### config.mk
export PLATFORM = sky130hd
export DESIGN_NAME = boundary_bin_lookup_unit
export DESIGN_NICKNAME = d
export VERILOG_FILES = /design/src/design/bbl_pkg.sv /design/src/design/bbl_table_mem.sv /design/src/design/bbl_search_ctrl.sv /design/src/design/boundary_bin_lookup_unit.sv
export SDC_FILE = /design/constraint.sdc
export NUM_CORES = 1
export LEC_CHECK = 0
export CAP_MARGIN = 10
export CORE_ASPECT_RATIO = 2
export CORE_UTILIZATION = 35
export CTS_BUF_LIST = sky130_fd_sc_hd__clkbuf_8
export CTS_CLUSTER_DIAMETER = 150
export DETAILED_ROUTE_END_ITERATION = 6
export DONT_BUFFER_PORTS = 1
export HOLD_SLACK_MARGIN = 0.12
export SLEW_MARGIN = 5
export SYNTH_ARGS = -nofsm -noshare
export SYNTH_HDL_FRONTEND = slang
export SYNTH_SLANG_ARGS = --single-unit
### constraint.sdc
create_clock -name clock -period 8.2 [get_ports clock]
set_clock_uncertainty 0.2 [all_clocks]
set_input_delay 0.82 -clock clock [delete_from_list [all_inputs] [get_ports clock]]
set_output_delay 0.82 -clock clock [all_outputs]
set_load 0.1 [all_outputs]
### src/design/bbl_pkg.sv
package bbl_pkg;

   // Request and response packing (request tdata: slot, value; response tdata: bin)
   localparam int unsigned REQ_TDATA_W = 40;
   localparam int unsigned RSP_TDATA_W = 8;
   localparam int unsigned VALUE_W     = 32;
   localparam int unsigned SLOT_W      = 4;
   localparam int unsigned BIN_W       = 4;
   localparam int unsigned COUNT_W     = 5;
   localparam int unsigned CSR_DATA_W  = 5;

   // operation codes (carried on req_tuser)
   localparam logic OP_LOAD   = 1'b0;
   localparam logic OP_LOOKUP = 1'b1;

   // configuration register indexes
   localparam logic CSR_CLAMP_ENABLE   = 1'b0;
   localparam logic CSR_BOUNDARY_COUNT = 1'b1;

   typedef struct packed {
      logic [BIN_W-1:0] bin;
      logic             error;
   } bbl_result_type;

endpackage

### src/design/bbl_table_mem.sv
module bbl_table_mem #(
   parameter int unsigned TABLE_DEPTH = 16,
   localparam int unsigned IDX_W = $clog2(TABLE_DEPTH)
) (
   input  logic               clock,
   input  logic               wr_en,
   input  logic [IDX_W-1:0]   wr_addr,
   input  logic signed [31:0] wr_data,
   input  logic               rd_en,
   input  logic [IDX_W-1:0]   rd_addr,
   output logic signed [31:0] rd_data
);

   logic signed [31:0] mem [TABLE_DEPTH];
   logic signed [31:0] rd_data_ff;

   always_ff @(posedge clock) begin
      if (wr_en) begin
         mem[wr_addr] <= wr_data;
      end
   end

   // read data holds when no read is issued; the controller relies on that while stalled
   always_ff @(posedge clock) begin
      if (rd_en) begin
         rd_data_ff <= mem[rd_addr];
      end
   end

   assign rd_data = rd_data_ff;

endmodule

### src/design/bbl_search_ctrl.sv
module bbl_search_ctrl #(
   parameter int unsigned TABLE_DEPTH = 16,
   localparam int unsigned IDX_W = $clog2(TABLE_DEPTH),
   localparam int unsigned CNT_W = $clog2(TABLE_DEPTH + 1)
) (
   input  logic                          clock,
   input  logic                          reset,
   input  logic                          req_valid,
   output logic                          req_ready,
   input  logic                          req_op,
   input  logic [bbl_pkg::SLOT_W-1:0]    req_slot,
   input  logic signed [31:0]            req_value,
   input  logic                          clamp_enable,
   input  logic [bbl_pkg::COUNT_W-1:0]   boundary_count,
   output logic                          mem_wr_en,
   output logic [IDX_W-1:0]              mem_wr_addr,
   output logic                          mem_rd_en,
   output logic [IDX_W-1:0]              mem_rd_addr,
   input  logic signed [31:0]            mem_rd_data,
   input  logic                          out_free,
   output logic                          res_valid,
   output bbl_pkg::bbl_result_type       res
);

   import bbl_pkg::*;

   localparam logic [1:0] S_IDLE = 2'd0;
   localparam logic [1:0] S_LO   = 2'd1;
   localparam logic [1:0] S_HI   = 2'd2;
   localparam logic [1:0] S_SCAN = 2'd3;

   logic [1:0]         state_ff, state_in;
   logic signed [31:0] x_ff, x_in;
   logic signed [31:0] lo_ff, lo_in;
   logic [CNT_W-1:0]   n_ff, n_in;
   logic               clamp_ff, clamp_in;
   logic [IDX_W-1:0]   bin_ff, bin_in;

   logic [31:0]        slot_wide;
   logic [31:0]        count_wide;
   logic [CNT_W-1:0]   n_sat;
   logic               slot_ok;
   logic [CNT_W-1:0]   bin_ext;
   logic [CNT_W-1:0]   nxt;
   logic [CNT_W-1:0]   last_idx;
   logic [CNT_W-1:0]   final_bin;

   assign slot_wide  = 32'(req_slot);
   assign count_wide = 32'(boundary_count);
   assign slot_ok    = slot_wide < TABLE_DEPTH;
   assign n_sat      = (count_wide > TABLE_DEPTH) ? CNT_W'(TABLE_DEPTH) : CNT_W'(count_wide);
   assign bin_ext    = CNT_W'(bin_ff);
   assign nxt        = bin_ext + CNT_W'(1);
   assign last_idx   = n_ff - CNT_W'(1);

   function automatic logic [BIN_W-1:0] to_bin(input logic [CNT_W-1:0] b);
      logic [31:0] w;
      w = 32'(b);
      return w[BIN_W-1:0];
   endfunction

   always_comb begin
      state_in    = state_ff;
      x_in        = x_ff;
      lo_in       = lo_ff;
      n_in        = n_ff;
      clamp_in    = clamp_ff;
      bin_in      = bin_ff;
      req_ready   = 1'b0;
      mem_wr_en   = 1'b0;
      mem_wr_addr = slot_wide[IDX_W-1:0];
      mem_rd_en   = 1'b0;
      mem_rd_addr = '0;
      res_valid   = 1'b0;
      res         = '0;
      final_bin   = bin_ext;
      case (state_ff)
         S_IDLE: begin
            req_ready = 1'b1;
            if (req_valid) begin
               if (req_op == OP_LOAD) begin
                  mem_wr_en = slot_ok;
               end else begin
                  x_in      = req_value;
                  n_in      = n_sat;
                  clamp_in  = clamp_enable;
                  mem_rd_en = 1'b1;
                  state_in  = S_LO;
               end
            end
         end
         S_LO: begin
            lo_in = mem_rd_data;
            if (n_ff == '0) begin
               if (out_free) begin
                  res_valid = 1'b1;
                  res.error = 1'b1;
                  state_in  = S_IDLE;
               end
            end else if (n_ff == CNT_W'(1)) begin
               if (out_free) begin
                  res_valid = 1'b1;
                  res.error = !clamp_ff && (x_ff != mem_rd_data);
                  state_in  = S_IDLE;
               end
            end else begin
               mem_rd_en   = 1'b1;
               mem_rd_addr = last_idx[IDX_W-1:0];
               state_in    = S_HI;
            end
         end
         S_HI: begin
            if (x_ff < lo_ff || x_ff > mem_rd_data) begin
               if (out_free) begin
                  res_valid = 1'b1;
                  res.error = !clamp_ff;
                  if (clamp_ff && x_ff >= lo_ff) begin
                     res.bin = to_bin(n_ff - CNT_W'(2));
                  end
                  state_in = S_IDLE;
               end
            end else if (n_ff == CNT_W'(2)) begin
               if (out_free) begin
                  res_valid = 1'b1;
                  state_in  = S_IDLE;
               end
            end else begin
               bin_in      = '0;
               mem_rd_en   = 1'b1;
               mem_rd_addr = IDX_W'(1);
               state_in    = S_SCAN;
            end
         end
         S_SCAN: begin
            // mem_rd_data holds entry bin+1
            if (x_ff >= mem_rd_data && (nxt + CNT_W'(1)) < last_idx) begin
               bin_in      = nxt[IDX_W-1:0];
               mem_rd_en   = 1'b1;
               mem_rd_addr = IDX_W'(nxt + CNT_W'(1));
            end else begin
               final_bin = (x_ff >= mem_rd_data) ? nxt : bin_ext;
               if (out_free) begin
                  res_valid = 1'b1;
                  res.bin   = to_bin(final_bin);
                  state_in  = S_IDLE;
               end
            end
         end
         default: begin
            state_in = S_IDLE;
         end
      endcase
   end

   always_ff @(posedge clock) begin
      if (reset) begin
         state_ff <= S_IDLE;
      end else begin
         state_ff <= state_in;
      end
   end

   always_ff @(posedge clock) begin
      x_ff     <= x_in;
      lo_ff    <= lo_in;
      n_ff     <= n_in;
      clamp_ff <= clamp_in;
      bin_ff   <= bin_in;
   end

endmodule

### src/design/boundary_bin_lookup_unit.sv
// Histogram bin lookup over a table of up to TABLE_DEPTH signed Q16.16 boundaries.
// A load transaction (req_tuser = 0) writes req value into entry req slot; it returns
// no response. A lookup transaction (req_tuser = 1) returns one response with the bin
// index and an error flag. All table reads go through the single read port of the
// boundary memory, one entry per cycle, and the read data is registered: a lookup
// reads the first and last boundary, then scans inner boundaries upward until one
// lies above the sample. A lookup therefore answers after the first read with zero or
// one boundary in use, after the second read when the sample is outside the edges or
// two boundaries are in use, and otherwise after the scan of the inner entries.
// The input is taken again once the response sits in the output register, even if the
// consumer has not taken it; a finished lookup waits only if that register is still full.
// Configuration writes are taken at any time but belong to idle periods.
module boundary_bin_lookup_unit #(
   parameter int unsigned TABLE_DEPTH = 16
) (
   input  logic                              clock,
   input  logic                              reset,
   input  logic                              req_tvalid,
   output logic                              req_tready,
   input  logic [bbl_pkg::REQ_TDATA_W-1:0]   req_tdata,   // slot[3:0], value[35:4], zero pad
   input  logic                              req_tuser,   // operation
   output logic                              rsp_tvalid,
   input  logic                              rsp_tready,
   output logic [bbl_pkg::RSP_TDATA_W-1:0]   rsp_tdata,   // bin[3:0], zero pad
   output logic                              rsp_tuser,   // error
   input  logic                              csr_wr_en,
   input  logic                              csr_index,
   input  logic [bbl_pkg::CSR_DATA_W-1:0]    csr_wdata
);

   import bbl_pkg::*;

   localparam int unsigned IDX_W = $clog2(TABLE_DEPTH);

   logic                 clamp_ff;
   logic [COUNT_W-1:0]   count_ff;
   logic                 rsp_valid_ff, rsp_valid_in;
   bbl_result_type       rsp_ff, rsp_in;

   logic                 mem_wr_en;
   logic [IDX_W-1:0]     mem_wr_addr;
   logic                 mem_rd_en;
   logic [IDX_W-1:0]     mem_rd_addr;
   logic signed [31:0]   mem_rd_data;
   logic signed [31:0]   req_value;
   logic                 out_free;
   logic                 res_valid;
   bbl_result_type       res;

   assign req_value = req_tdata[SLOT_W +: VALUE_W];

   always_ff @(posedge clock) begin
      if (reset) begin
         clamp_ff <= 1'b0;
         count_ff <= '0;
      end else if (csr_wr_en) begin
         case (csr_index)
            CSR_CLAMP_ENABLE:   clamp_ff <= csr_wdata[0];
            CSR_BOUNDARY_COUNT: count_ff <= csr_wdata[COUNT_W-1:0];
            default:            ;
         endcase
      end
   end

   bbl_table_mem #(.TABLE_DEPTH(TABLE_DEPTH)) u_table (
      .clock   (clock),
      .wr_en   (mem_wr_en),
      .wr_addr (mem_wr_addr),
      .wr_data (req_value),
      .rd_en   (mem_rd_en),
      .rd_addr (mem_rd_addr),
      .rd_data (mem_rd_data)
   );

   bbl_search_ctrl #(.TABLE_DEPTH(TABLE_DEPTH)) u_ctrl (
      .clock          (clock),
      .reset          (reset),
      .req_valid      (req_tvalid),
      .req_ready      (req_tready),
      .req_op         (req_tuser),
      .req_slot       (req_tdata[SLOT_W-1:0]),
      .req_value      (req_value),
      .clamp_enable   (clamp_ff),
      .boundary_count (count_ff),
      .mem_wr_en      (mem_wr_en),
      .mem_wr_addr    (mem_wr_addr),
      .mem_rd_en      (mem_rd_en),
      .mem_rd_addr    (mem_rd_addr),
      .mem_rd_data    (mem_rd_data),
      .out_free       (out_free),
      .res_valid      (res_valid),
      .res            (res)
   );

   // output register
   assign out_free = !rsp_valid_ff || rsp_tready;

   always_comb begin
      rsp_valid_in = rsp_valid_ff;
      rsp_in       = rsp_ff;
      if (res_valid) begin
         rsp_valid_in = 1'b1;
         rsp_in       = res;
      end else if (rsp_tready) begin
         rsp_valid_in = 1'b0;
      end
   end

   always_ff @(posedge clock) begin
      if (reset) begin
         rsp_valid_ff <= 1'b0;
      end else begin
         rsp_valid_ff <= rsp_valid_in;
      end
   end

   always_ff @(posedge clock) begin
      rsp_ff <= rsp_in;
   end

   assign rsp_tvalid = rsp_valid_ff;
   assign rsp_tdata  = {{(RSP_TDATA_W - BIN_W){1'b0}}, rsp_ff.bin};
   assign rsp_tuser  = rsp_ff.error;

endmodule

==> impl_metrics.env, run 1 <==
export IMPL_crit_arrival_ps=5790
export IMPL_cts_resized=0
export IMPL_fp_dieW_microns=193
export IMPL_ys_seq_elements=632
export IMPL_critPathBufInv=1
export IMPL_hpwlAfterDp_microns=34400
export IMPL_internal_power_w=0.00486
export IMPL_clkPwrFrac=0.349
export IMPL_critical_path_top_delay_family="compound AO/OA/AOI/OAI gates"
export IMPL_max_stage_delay_ps=830
export IMPL_grt_pass1_vias=15400
export IMPL_startpoint="u_ctrl.bin_ff[0]$_SDFFCE_PN0P_"
export IMPL_total_power_w=0.00640
export IMPL_ir_drop_mv=0.106
export IMPL_die_y_microns=385
export IMPL_gp_congestion=0.870
export IMPL_violations="design-rule violations"
export IMPL_powerDensity_nw_per_um2=222
export IMPL_antenna_left=0
export IMPL_reg2reg_depth=15
export IMPL_outcome="finished, violations left"
export IMPL_rows=140
export IMPL_yosysSeqAreaShare=0.737
export IMPL_synth_enable_flop_cells=623
export IMPL_wire_per_inst_microns=24.1
export IMPL_wirelength_microns=64000
export IMPL_maxCapViolCount=0
export IMPL_switchingPower_w=0.00154
export IMPL_clock_latency_ps=690
export IMPL_end_kind="register"
export IMPL_r2r_start="u_ctrl.bin_ff[0]$_SDFFCE_PN0P_"
export IMPL_maxSlewViolCount=0
export IMPL_async_flop_share=0
export IMPL_cts_num_sinks=632
export IMPL_relSlewSlack=0.188
export IMPL_yosysUniqueCellTypes=57
export IMPL_slowest_stage="o211a_4"
export IMPL_synthTopCellsByArea="edfxtp_1 (73%), ha_1 (3.9%), mux2i_1 (3.8%)"
export IMPL_drt_first_pass_iters=7
export IMPL_vias=14700
export IMPL_ys_flop_type="edfxtp_1"
export IMPL_synth_top_area_share=0.730
export IMPL_cp_depth=15
export IMPL_timing_rr_end="u_table.rd_data[27]$_DFFE_PP_"
export IMPL_hold_path_depth=3
export IMPL_start_util=0.352
export IMPL_totalNegativeSetupSlack_ps=0
export IMPL_dieArea_sq_um=74300
export IMPL_power_share_sequential=0.572
export IMPL_grt_max_degree=75
export IMPL_htreeDepth=3
export IMPL_worst_setup_path_start_kind="register"
export IMPL_grt_overflow=0
export IMPL_max_slew_worst_pin_slew_ps=1210
export IMPL_p_sw_frac=0.240
export IMPL_fin_crit_sh=0.668
export IMPL_final_common_cell="edfxtp_1"
export IMPL_fillCellCount=6467
export IMPL_cts_max_path_buffers=3
export IMPL_holdCritStartpoint="csr_index"
export IMPL_cp_max_fo=70
export IMPL_ys_warn_count=0
export IMPL_core_area_sq_um=72700
export IMPL_grt_pass1_wl_microns=94200
export IMPL_viasPerCell=5.53
export IMPL_clkSlewWorstSetupHoldPaths_ps=70
export IMPL_area_delta_synth_final_pct=12.4
export IMPL_hold_class="primary input to register"
export IMPL_grt_setup_unrepaired="no"
export IMPL_fmax_ghz=0.183
export IMPL_num_io_pins=63
export IMPL_synth_top_area_cell="edfxtp_1"
export IMPL_postSynthAreaPerCell_sq_um=16.1
export IMPL_grt_usage=0.171
export IMPL_port_buffer_count=0
export IMPL_crit_type="register to register"
export IMPL_p_leak_nw=9.86
export IMPL_drive_gt1_frac=0.101
export IMPL_cpMostUsedCell="ha_1"
export IMPL_nets=1798
export IMPL_drt_initial_drc_count=1201
export IMPL_mostFrequentLayoutCells="edfxtp_1 (623), mux2i_1 (97), inv_1 (94)"
export IMPL_post_route_drc_count=10
export IMPL_setup_violations=0
export IMPL_antenna_found_initial=5
export IMPL_cts_tree="yes"
export IMPL_syn_inst=1593
export IMPL_syn_area_sq_um=25600
export IMPL_reg2reg_slack_ps=2720
export IMPL_root_buffer="clkbuf_8"
export IMPL_min_period_ps=5480
export IMPL_hold_end="clamp_ff$_SDFFE_PP0P_"
export IMPL_hold_viol_final=0
export IMPL_comb_power_share=0.078
export IMPL_cts_buffers=82
export IMPL_required_ps=8510
export IMPL_path_cells="ha_1, xnor2_1, o31ai_1, xor2_1, ha_1, or4b_1, o31a_1, o41ai_2, nand2_1, o21ai_2, o211a_4, buf_12, a221oi_1, a31oi_1, a32o_1"
[metal layers]
| layer | part of all wire | track usage | vias up |
|---|---|---|---|
| met5 | 0.00081 | 0 | - |
| met2 | 0.55 | 0.331 | 474 |
| met4 | 0.043 | 0.0859 | 6 |
| met1 | 0.36 | 0.176 | 7490 |
| li1 | - | - | 6562 |
| met3 | 0.051 | 0.0272 | 157 |
[tightest hold or removal path, delay by kind of cell]
family           cells  cell delay (ps)
multiplexers         1              100
AND/OR/NAND/NOR      2              110
[state kept, by name, indices dropped and copies added, names as in the netlist]
| name | count |
|---|---|
| count_ff | 5 |
| clamp_ff | 1 |
| u_table.rd_data | 32 |
| u_ctrl.clamp_ff | 1 |
| u_table.mem | 512 |
| u_ctrl.x_ff | 32 |
| u_ctrl.n_ff | 5 |
| rsp_tvalid | 1 |
| u_ctrl.lo_ff | 32 |
| u_ctrl.bin_ff | 4 |
| u_ctrl.state_ff | 2 |
| rsp_tuser | 1 |
| rsp_tdata | 4 |
[cells by family (layout without fill, tap and decap cells)]
family	after synthesis	after routing	synth area share
muxes	97	97	0.0379
buffers and inverters	164	299	0.0274
xor gates and xnor gates	11	11	0.00376
DFF	632	632	0.737
other	1	6	0.000146
AOI/OAI and AO/OA	388	388	0.113
and+or+nand+nor	220	220	0.0415
adders and majority gates	80	80	0.0391
[Yosys cell counts, types with 2 or more instances]
cell	count
edfxtp_1	623
mux2i_1	97
ha_1	80
nand3_1	80
inv_1	75
o211ai_1	69
a221oi_1	66
a22oi_1	65
clkbuf_1	54
nand2_1	51
nor2_1	42
a21oi_1	37
a32o_1	33
a31oi_1	32
o21ai_1	29
buf_2	21
o21ai_0	17
nor3_1	10
dfxtp_1	9
nor2b_1	9
buf_4	8
nand4_1	8
o22a_1	8
xor2_1	6
a211oi_1	5
nand2b_1	5
xnor2_1	5
buf_6	4
o31ai_1	4
a21o_1	3
and3_1	3
nor4_1	3
a21boi_0	2
a41oi_1	2
and2_1	2
o2111ai_1	2
o21bai_1	2
o31a_1	2
or2_2	2
[power groups by stage]
| stage | sequential, W | combinational (W) | clock [W] |
|---|---|---|---|
| 3_5_place_dp | 0.00373 | 0.000455 | 0 |
| 4_1_cts | 0.00366 | 0.000507 | 0.00229 |
| 3_3_place_gp | 0.00373 | 0.000446 | 0 |
| 6_report | 0.00366 | 0.000502 | 0.00224 |
| 2_1_floorplan | 0.00373 | 0.000309 | 0 |
| 5_1_grt | 0.00367 | 0.000548 | 0.00241 |
[how the worst max path moves through the flow]
stage	to	slack [ps]
2_1_floorplan	u_table.rd_data[0]$_DFFE_PP_	2440
3_3_place_gp	u_table.rd_data[19]$_DFFE_PP_	2860
3_5_place_dp	u_table.rd_data[20]$_DFFE_PP_	2730
4_1_cts	u_table.rd_data[20]$_DFFE_PP_	2710
5_1_grt	u_table.rd_data[20]$_DFFE_PP_	2370
6_report	u_table.rd_data[27]$_DFFE_PP_	2720
[what timing repair did]
| action | 4_1_cts | 5_1_grt |
|---|---|---|
| hold buffers | 44 | 0 |
| hold endpoints to repair | 553 | 0 |
| buffers inserted | 0 | 0 |
[stage by stage]
stage	utilization	hold WS [ps]	worst slack [ps]	cell area [sq um]	instances
after detailed placement	0.369	234	2730	26800	2461
after global routing	0.396	190	2370	28800	2655
after CTS	0.396	145	2710	28800	2654
after floorplan	-	208	2440	25600	1596
final	0.396	190	2720	28800	2656
after global placement	0.369	233	2860	26800	2461
[layout make-up]
class | count | area [sq um] | share of cell area
tap | 923 | 1150 | 0.0401
timing repair buffer | 74 | 703 | 0.0244
clock buffer | 86 | 1180 | 0.0411
antenna | 2 | 5.00 | 0.000174
clock inverter | 63 | 354 | 0.0123
multi-input combinational | 800 | 6220 | 0.216
sequential | 632 | 18900 | 0.656
inverter | 76 | 285 | 0.00991
Power figures use the tool's default switching activity.
==> inputs of run 2 (changes only) <==
==> constraint.sdc (replaced) <==
create_clock -name clock -period 4.6 [get_ports clock]
set_clock_uncertainty 0.2 [all_clocks]
set_input_delay 0.46 -clock clock [delete_from_list [all_inputs] [get_ports clock]]
set_output_delay 0.46 -clock clock [all_outputs]
set_load 0.1 [all_outputs]
==> impl_metrics.env, run 2 (synthesized netlist as in run 1, its figures left out) <==
export IMPL_outcome="finished, violations left"
export IMPL_violations="design-rule violations"
export IMPL_mostFrequentLayoutCells="edfxtp_1 (623), inv_1 (98), mux2i_1 (97)"
export IMPL_dr_wl_met2_microns=34800
export IMPL_setup_violations=0
export IMPL_relSlewSlack=0.224
export IMPL_seq_area_sq_um=18900
export IMPL_gp_congestion=0.860
export IMPL_fin_crit_sh=0.981
export IMPL_grt_overflow=0
export IMPL_drive_gt1_frac=0.142
export IMPL_crit_arrival_ps=4740
export IMPL_post_route_drc_count=8
export IMPL_crit_type="register to register"
export IMPL_drt_first_pass_iters=7
export IMPL_wire_per_inst_microns=23.4
export IMPL_required_ps=4830
export IMPL_wirelength_microns=64100
export IMPL_root_buffer="clkbuf_8"
export IMPL_clkSlewWorstSetupHoldPaths_ps=60
export IMPL_maxSlewViolCount=0
export IMPL_hold_ws_ps=172
export IMPL_grt_pass1_vias=15700
export IMPL_viasPerCell=5.48
export IMPL_p_leak_nw=10.4
export IMPL_cts_num_sinks=632
export IMPL_placed_area_sq_um=27600
export IMPL_grt_pass1_wl_microns=95900
export IMPL_instances_no_fill=2737
export IMPL_min_period_ps=4510
export IMPL_grt_usage=0.172
export IMPL_grt_max_degree=65
export IMPL_port_buffer_count=0
export IMPL_end_kind="register"
export IMPL_dr_max_layer_used="met5"
export IMPL_die_y_microns=385
export IMPL_num_io_pins=63
export IMPL_wl_met3_microns=3100
export IMPL_wl_met1_microns=23200
export IMPL_clock_latency_ps=690
export IMPL_max_stage_delay_ps=530
export IMPL_antenna_found_initial=5
export IMPL_ir_drop_mv=0.198
export IMPL_maxCapViolCount=0
export IMPL_cts_tree="yes"
export IMPL_worst_setup_path_start_kind="register"
export IMPL_fillCellCount=6447
export IMPL_nets=1882
export IMPL_antenna_left=0
export IMPL_area_delta_synth_final_pct=16.7
export IMPL_largest_reg_flops=512
export IMPL_powerDensity_nw_per_um2=383
export IMPL_cp_max_fo=9
export IMPL_htreeDepth=3
export IMPL_cts_max_path_buffers=3
export IMPL_design_area_sq_um=29900
export IMPL_rows=140
export IMPL_fp_dieW_microns=193
export IMPL_multiInputGateArea_sq_um=6380
export IMPL_final_common_cell="edfxtp_1"
export IMPL_cts_buffers=86
export IMPL_start_util=0.352
export IMPL_dieArea_sq_um=74300
export IMPL_total_power_w=0.0115
export IMPL_hpwlAfterDp_microns=37900
export IMPL_fmax_ghz=0.222
export IMPL_core_area_sq_um=72700
export IMPL_max_slew_worst_pin_slew_ps=1160
export IMPL_drt_initial_drc_count=966
export IMPL_grt_setup_unrepaired="yes"
export IMPL_hold_class="primary input to register"
export IMPL_vias=15000
export IMPL_hold_viol_final=0
export IMPL_path_cells="buf_4, inv_1, ha_1, o31ai_2, xor2_1, ha_1, or4b_1, o31a_1, o41ai_4, nand2_1, o22a_1, o21ai_4, buf_6, nor2_4, buf_12, buf_12, mux2i_1, o211ai_1, a32o_1"
export IMPL_slowest_stage="or4b_1"
export IMPL_max_flop_register="u_table.mem"
export IMPL_dp_cells=2520
==> run 2: cell types whose count changed in the layout (fill, tap and decap cells not counted), moves of 4 or more <==
cell	previous run	this run
buf_12	3	25
buf_4	27	64
clkinv_2	14	10
a221oi_1	66	51
a221oi_2	0	15
inv_1	94	98
buf_6	0	4
nor3_2	6	2
nor3_4	1	5
dlygate4sd3_1	44	61
clkbuf_8	86	91
==> run 2: path summary, 6_finish.rpt <==
path	slack (ps)	depth (start not counted)	endpoint	from
setup / recovery	90	19	u_table.rd_data[26]$_DFFE_PP_	u_ctrl.bin_ff[0]$_SDFFCE_PN0P_
hold / removal	170	2	u_table.mem[8][0]$_DFFE_PP_	req_tdata[0]
setup reg to reg	90	19	u_table.rd_data[26]$_DFFE_PP_	u_ctrl.bin_ff[0]$_SDFFCE_PN0P_
hold reg to reg	240	0	u_ctrl.lo_ff[10]$_DFFE_PP_	u_table.rd_data[10]$_DFFE_PP_
==> run 2: layout make-up <==
class                      count  area share
multi-input combinational    800       0.214
clock buffer                  91      0.0419
timing repair buffer         154      0.0548
antenna                        3    0.000251
clock inverter                58     0.00929
inverter                      76     0.00955
tap                          923      0.0386
sequential                   632       0.632
==> run 2: stage by stage <==
stage	utilization	worst slack [ps]	TNS [ps]
finish	0.411	86.6	0
global route	0.411	-38.1	-235
CTS	0.408	30.4	0
detailed placement	0.379	54.0	0
global placement	0.379	154	0
floorplan	-	-39.4	-2520
==> run 2: repair_timing <==
item | in CTS | in global routing
buffers inserted | 0 | 4
resized for setup | 0 | 28
endpoints found under the setup margin | 0 | 32
hold endpoints to repair | 573 | 0
hold buffers | 61 | 0
==> run 2: routing by layer <==
| layer | vias up | track usage |
|---|---|---|
| met4 | 6 | 0.0935 |
| met2 | 487 | 0.324 |
| li1 | 6740 | - |
| met1 | 7597 | 0.184 |
| met3 | 158 | 0.0260 |
| met5 | - | 0 |
==> run 2: critical path, delay by kind of cell, from the launching register on <==
kind | cells | cell delay, ps
compound gates | 7 | 1310
xor+xnor | 1 | 240
fa+ha+maj | 2 | 520
buf+inv | 5 | 660
flops | 1 | 420
mux | 1 | 150
simple gates | 3 | 760
==> run 2: where the power goes <==
group | internal, W | leakage [nW] | switching [W] | total [W]
Combinational | 0.000358 | 3.84 | 0.000652 | 0.00101
Clock | 0.00188 | 0.869 | 0.00203 | 0.00391
Sequential | 0.00648 | 5.71 | 0.0000549 | 0.00654
